[src/rtl/prc_pkg.sv]
// ----------------------------------------------------------------------------
// prc_pkg
// Shared types, codes and color helpers for the palette RAM color converter.
// ----------------------------------------------------------------------------
package prc_pkg;

  typedef enum logic [1:0] {
    OP_READ  = 2'd0,
    OP_WRITE = 2'd1,
    OP_FETCH = 2'd2
  } opcode_e;

  typedef enum logic [1:0] {
    BANK_FG  = 2'd0,
    BANK_SPR = 2'd1,
    BANK_BG1 = 2'd2,
    BANK_BG2 = 2'd3
  } bank_e;

  typedef enum logic [1:0] {
    ST_CLEAR,
    ST_IDLE,
    ST_BUSY
  } ctrl_state_e;

  // Controller to datapath
  typedef struct packed {
    logic clr_step;  // write zero at the clear pointer, advance it
    logic accept;    // input beat taken this cycle
    logic load_out;  // move the staged result into the output register
  } ctrl_cmd_t;

  // Datapath to controller
  typedef struct packed {
    logic clr_last;  // clear pointer at the last entry
  } dp_status_t;

  // Resistor weights for bits 0..3 of a channel nibble
  localparam logic [7:0] W_BIT0 = 8'h0e;
  localparam logic [7:0] W_BIT1 = 8'h1f;
  localparam logic [7:0] W_BIT2 = 8'h43;
  localparam logic [7:0] W_BIT3 = 8'h8f;

  localparam logic [11:0] DARK_COLOR = 12'h003;
  localparam logic [3:0]  DARK_LIMIT = 4'd3;
  localparam logic [3:0]  LAST_SLOT  = 4'd15;
  localparam logic [3:0]  SPR_FLIP   = 4'd15;

  // Weights sum to exactly 0xff, so no carry out of 8 bits
  function automatic logic [7:0] weigh(input logic [3:0] nib);
    logic [7:0] acc;
    acc = nib[0] ? W_BIT0 : 8'h00;
    acc = acc + (nib[1] ? W_BIT1 : 8'h00);
    acc = acc + (nib[2] ? W_BIT2 : 8'h00);
    acc = acc + (nib[3] ? W_BIT3 : 8'h00);
    return acc;
  endfunction

  function automatic logic near_black(input logic [11:0] c);
    return (c[3:0] < DARK_LIMIT) && (c[7:4] < DARK_LIMIT) && (c[11:8] < DARK_LIMIT);
  endfunction

endpackage

[src/rtl/prc_ctrl.sv]
// ----------------------------------------------------------------------------
// prc_ctrl
// Sequencer: post-reset RAM clear, item accept, result hand-off to the
// output register.
// ----------------------------------------------------------------------------
module prc_ctrl import prc_pkg::*; (
  input  logic       clk_i,
  input  logic       rst_ni,
  input  logic       in_valid_i,
  output logic       in_ready_o,
  output logic       out_valid_o,
  input  logic       out_ready_i,
  input  dp_status_t status_i,
  output ctrl_cmd_t  cmd_o
);

  ctrl_state_e state_q, state_d;
  logic        out_valid_q, out_valid_d;
  logic        out_free;

  assign out_free = !out_valid_q || out_ready_i;

  always_ff @(posedge clk_i or negedge rst_ni) begin
    if (!rst_ni) begin
      state_q     <= ST_CLEAR;
      out_valid_q <= 1'b0;
    end else begin
      state_q     <= state_d;
      out_valid_q <= out_valid_d;
    end
  end

  // Next state
  always_comb begin
    state_d = state_q;
    unique case (state_q)
      ST_CLEAR: begin
        if (status_i.clr_last) state_d = ST_IDLE;
      end
      ST_IDLE: begin
        if (in_valid_i) state_d = ST_BUSY;
      end
      ST_BUSY: begin
        if (out_free) state_d = ST_IDLE;
      end
      default: state_d = ST_CLEAR;
    endcase
  end

  // Outputs
  always_comb begin
    cmd_o       = '0;
    in_ready_o  = 1'b0;
    out_valid_d = out_valid_q && !out_ready_i;
    unique case (state_q)
      ST_CLEAR: begin
        cmd_o.clr_step = 1'b1;
      end
      ST_IDLE: begin
        in_ready_o   = 1'b1;
        cmd_o.accept = in_valid_i;
      end
      ST_BUSY: begin
        if (out_free) begin
          cmd_o.load_out = 1'b1;
          out_valid_d    = 1'b1;
        end
      end
      default: ;
    endcase
  end

  assign out_valid_o = out_valid_q;

endmodule

[config.mk]
export PLATFORM = sky130hd
export DESIGN_NAME = prc_ctrl
export DESIGN_NICKNAME = d
export VERILOG_FILES = /design/src/rtl/prc_pkg.sv /design/src/rtl/prc_ctrl.sv
export SDC_FILE = /design/constraint.sdc
export NUM_CORES = 1
export LEC_CHECK = 0
export BUFFER_PORTS_ARGS = -buffer_cell sky130_fd_sc_hd__buf_2
export CAP_MARGIN = 30
export CORE_AREA = 2 2 39 41
export CTS_CLUSTER_SIZE = 10
export DETAILED_ROUTE_END_ITERATION = 7
export DIE_AREA = 0 0 41 43
export PLACE_DENSITY = 0.3
export SKIP_LAST_GASP = 1
export SLEW_MARGIN = 20
export SYNTH_ARGS = -nofsm -noshare
export SYNTH_HDL_FRONTEND = slang
export SYNTH_SLANG_ARGS = --single-unit
[constraint.sdc]
create_clock -name clk_i -period 0.8 [get_ports clk_i]
set_clock_uncertainty 0.05 [all_clocks]
set_input_delay 0.16 -clock clk_i [delete_from_list [all_inputs] [get_ports clk_i]]
set_output_delay 0.16 -clock clk_i [all_outputs]
set_load 0.1 [all_outputs]
==> flow_metrics.env <==
export IMPL_ys_ff_latch=3
export IMPL_drive_gt1_frac=0.897
export IMPL_ant_nets=0
export IMPL_crit_top_cell="buf_12"
export IMPL_fill_cells=154
export IMPL_yosysTopAreaCellShare=0.480
export IMPL_synth_fp_nets=21
export IMPL_antenna_diode_count=0
export IMPL_synth_edff_count=0
export IMPL_tightest_slew_ps=203
export IMPL_hold_viol_final=0
export IMPL_gp_congestion=0.709
export IMPL_first_iter_violations=0
export IMPL_root_buffer="clkbuf_4"
export IMPL_numCtsBuffers=3
export IMPL_multiInputGateArea_sq_um=151
export IMPL_start_util=0.113
export IMPL_synthArstFlopShare=1.00
export IMPL_detail_route_wl_per_cell_um=8.58
export IMPL_die_w_um=41
export IMPL_cts_tree="done"
export IMPL_io_buffer_count=9
export IMPL_critPathKind="reg -> out"
export IMPL_pre_cts_slack_ps=-318
export IMPL_fp_dieArea_sq_um=1760
export IMPL_hp_class="in -> async"
export IMPL_maxCapViolations=0
export IMPL_end_kind="output pin"
export IMPL_clock_latency_ps=230
export IMPL_syn_inst=16
export IMPL_grt_overflow_total=0
export IMPL_grt_first_pass_wirelength_um=772
export IMPL_groute_usage_overall=0.0653
export IMPL_syn_avg_cell_area_sq_um=9.78
export IMPL_synth_ff_type="dfrtp_1"
export IMPL_area_growth_pct=220
export IMPL_synth_top_area_cell="dfrtp_1"
export IMPL_post_synth_instance_area_sq_um=156
export IMPL_start_kind="flop"
export IMPL_ios=10
export IMPL_layout_setup_ws_ps=-527
export IMPL_ys_seq_area_frac=0.480
export IMPL_grt_busiest_layer="met2"
export IMPL_clk_pin_slew_ps=40
export IMPL_fin_crit_sh=1.66
export IMPL_synthTopCellsByCount="nor2_1 (4), dfrtp_1 (3), nand2_1 (2), nor2b_1 (2)"
export IMPL_clock_sinks=3
export IMPL_outcome="finished with violations"
export IMPL_critical_path_top_delay_family="flip-flops"
export IMPL_crit_path_max_incr_delay_ps=450
export IMPL_path_buf_inv=2
export IMPL_arrival_ps=1120
export IMPL_ys_types=9
export IMPL_ys_warn_count=0
export IMPL_core_area_sq_um=1380
export IMPL_path_cells="buf_12 -> nor2b_4 -> buf_12"
export IMPL_max_freq_mhz=753
export IMPL_report_final_slew_viol_count=0
export IMPL_via_count=195
export IMPL_regArea_sq_um=81.3
export IMPL_grt_pass1_vias=194
export IMPL_grt_use_met3=0.0157
export IMPL_timing_rr_start="state_q[0]"
export IMPL_slew_headroom=0.864
export IMPL_met2_usage=0.0906
export IMPL_layout_nets=45
export IMPL_grt_max_degree=6
export IMPL_tns_ps=-3210
export IMPL_setup_viol=8
export IMPL_dr_pass1_iters=1
export IMPL_yosysMostFrequentCell="nor2_1"
export IMPL_critPathSlowestCell="dfrtp_2"
export IMPL_finalCriticalPeriod_ps=1330
export IMPL_reg2reg_to="state_q[0]"
export IMPL_synth_area_top_cells="dfrtp_1 (48%), o32ai_2 (10%), nor2_1 (9.6%)"
export IMPL_placementRows=14
export IMPL_violations="setup timing"
export IMPL_drt_vias_per_instance=3.55
export IMPL_met1_usage=0.0774
export IMPL_critPathRequiredTime_ps=590
export IMPL_ctsLongestPathBuffers=2
export IMPL_grt_antenna_before_repair=0
export IMPL_wirelength_um=472
export IMPL_ff2ff_setup_slack_ps=-260
export IMPL_dieHeight_um=43
export IMPL_htreeDepth=1
export IMPL_cp_max_fo=4
export IMPL_rsz0062_at_grt="true"
export IMPL_crit_start="state_q[1]"
export IMPL_drc=0
export IMPL_hpwl_um=364
export IMPL_reg2reg_depth=3
==> sequential cells by signal (all words and copies together) (netlist names) <==
signal / cells
out_valid_o: 1
state_q: 2
==> metal layers <==
metal / up-vias / wire length (um)
met1: 92 / 164
met4: 0 / 0
met3: 0 / 29
met2: 5 / 279
li1: 98 / -
met5: - / 0
==> logic make-up (layout without fill, tap and decap cells) <==
family                 after synthesis  after routing  share of synthesized area
AO/OA/AOI/OAI                        2              2                      0.144
AND/OR/NAND/NOR                     11             11                      0.376
flip-flops                           3              3                      0.480
buffers and inverters                0             23                          0
==> metrics by stage <==
step	std cells	util	hold WS [ps]	area, sq um
after global routing	55	0.362	200	500
final	55	0.362	197	500
after global placement	46	0.275	-95.7	380
after detailed placement	46	0.275	-93.6	380
after CTS	54	0.344	190	477
after floorplan	16	-	-186	203
==> area by class of cell <==
| class | count | area share |
|---|---|---|
| clock buffers | 4 | 0.0525 |
| multi-input cells | 13 | 0.302 |
| repair buffers | 19 | 0.442 |
| flip-flops and latches | 3 | 0.163 |
| well taps | 16 | 0.0400 |
==> repair_timing <==
| action | in CTS | in global routing |
|---|---|---|
| cloned | 0 | 0 |
| endpoints found under the setup margin | 8 | 8 |
| setup buffers | 3 | 1 |
| pin swaps | 1 | 2 |
| endpoints found under the hold margin | 3 | 0 |
| resized for setup | 5 | 2 |
| hold buffers | 1 | 0 |
==> layout by cell type, fill, tap and decap left out, types with 2 or more instances in the layout <==
| master | synthesis | routed |
|---|---|---|
| clkbuf_4 | 0 | 3 |
| buf_4 | 0 | 5 |
| buf_2 | 0 | 4 |
| buf_6 | 0 | 3 |
| nand2b_4 | 0 | 2 |
| buf_12 | 0 | 6 |
| dfrtp_2 | 0 | 2 |
| nor2_4 | 0 | 3 |
| nor2b_4 | 0 | 2 |
==> worst max path at each step <==
stage / cells after the start / end
2_1_floorplan: 2 / cmd_o[0]
3_3_place_gp: 3 / cmd_o[0]
3_5_place_dp: 3 / cmd_o[0]
4_1_cts: 3 / cmd_o[0]
5_1_grt: 3 / in_ready_o
6_report: 3 / in_ready_o
Power is not shown: default switching activity piles up to over one toggle a cycle in this logic, so the estimate is an artifact.
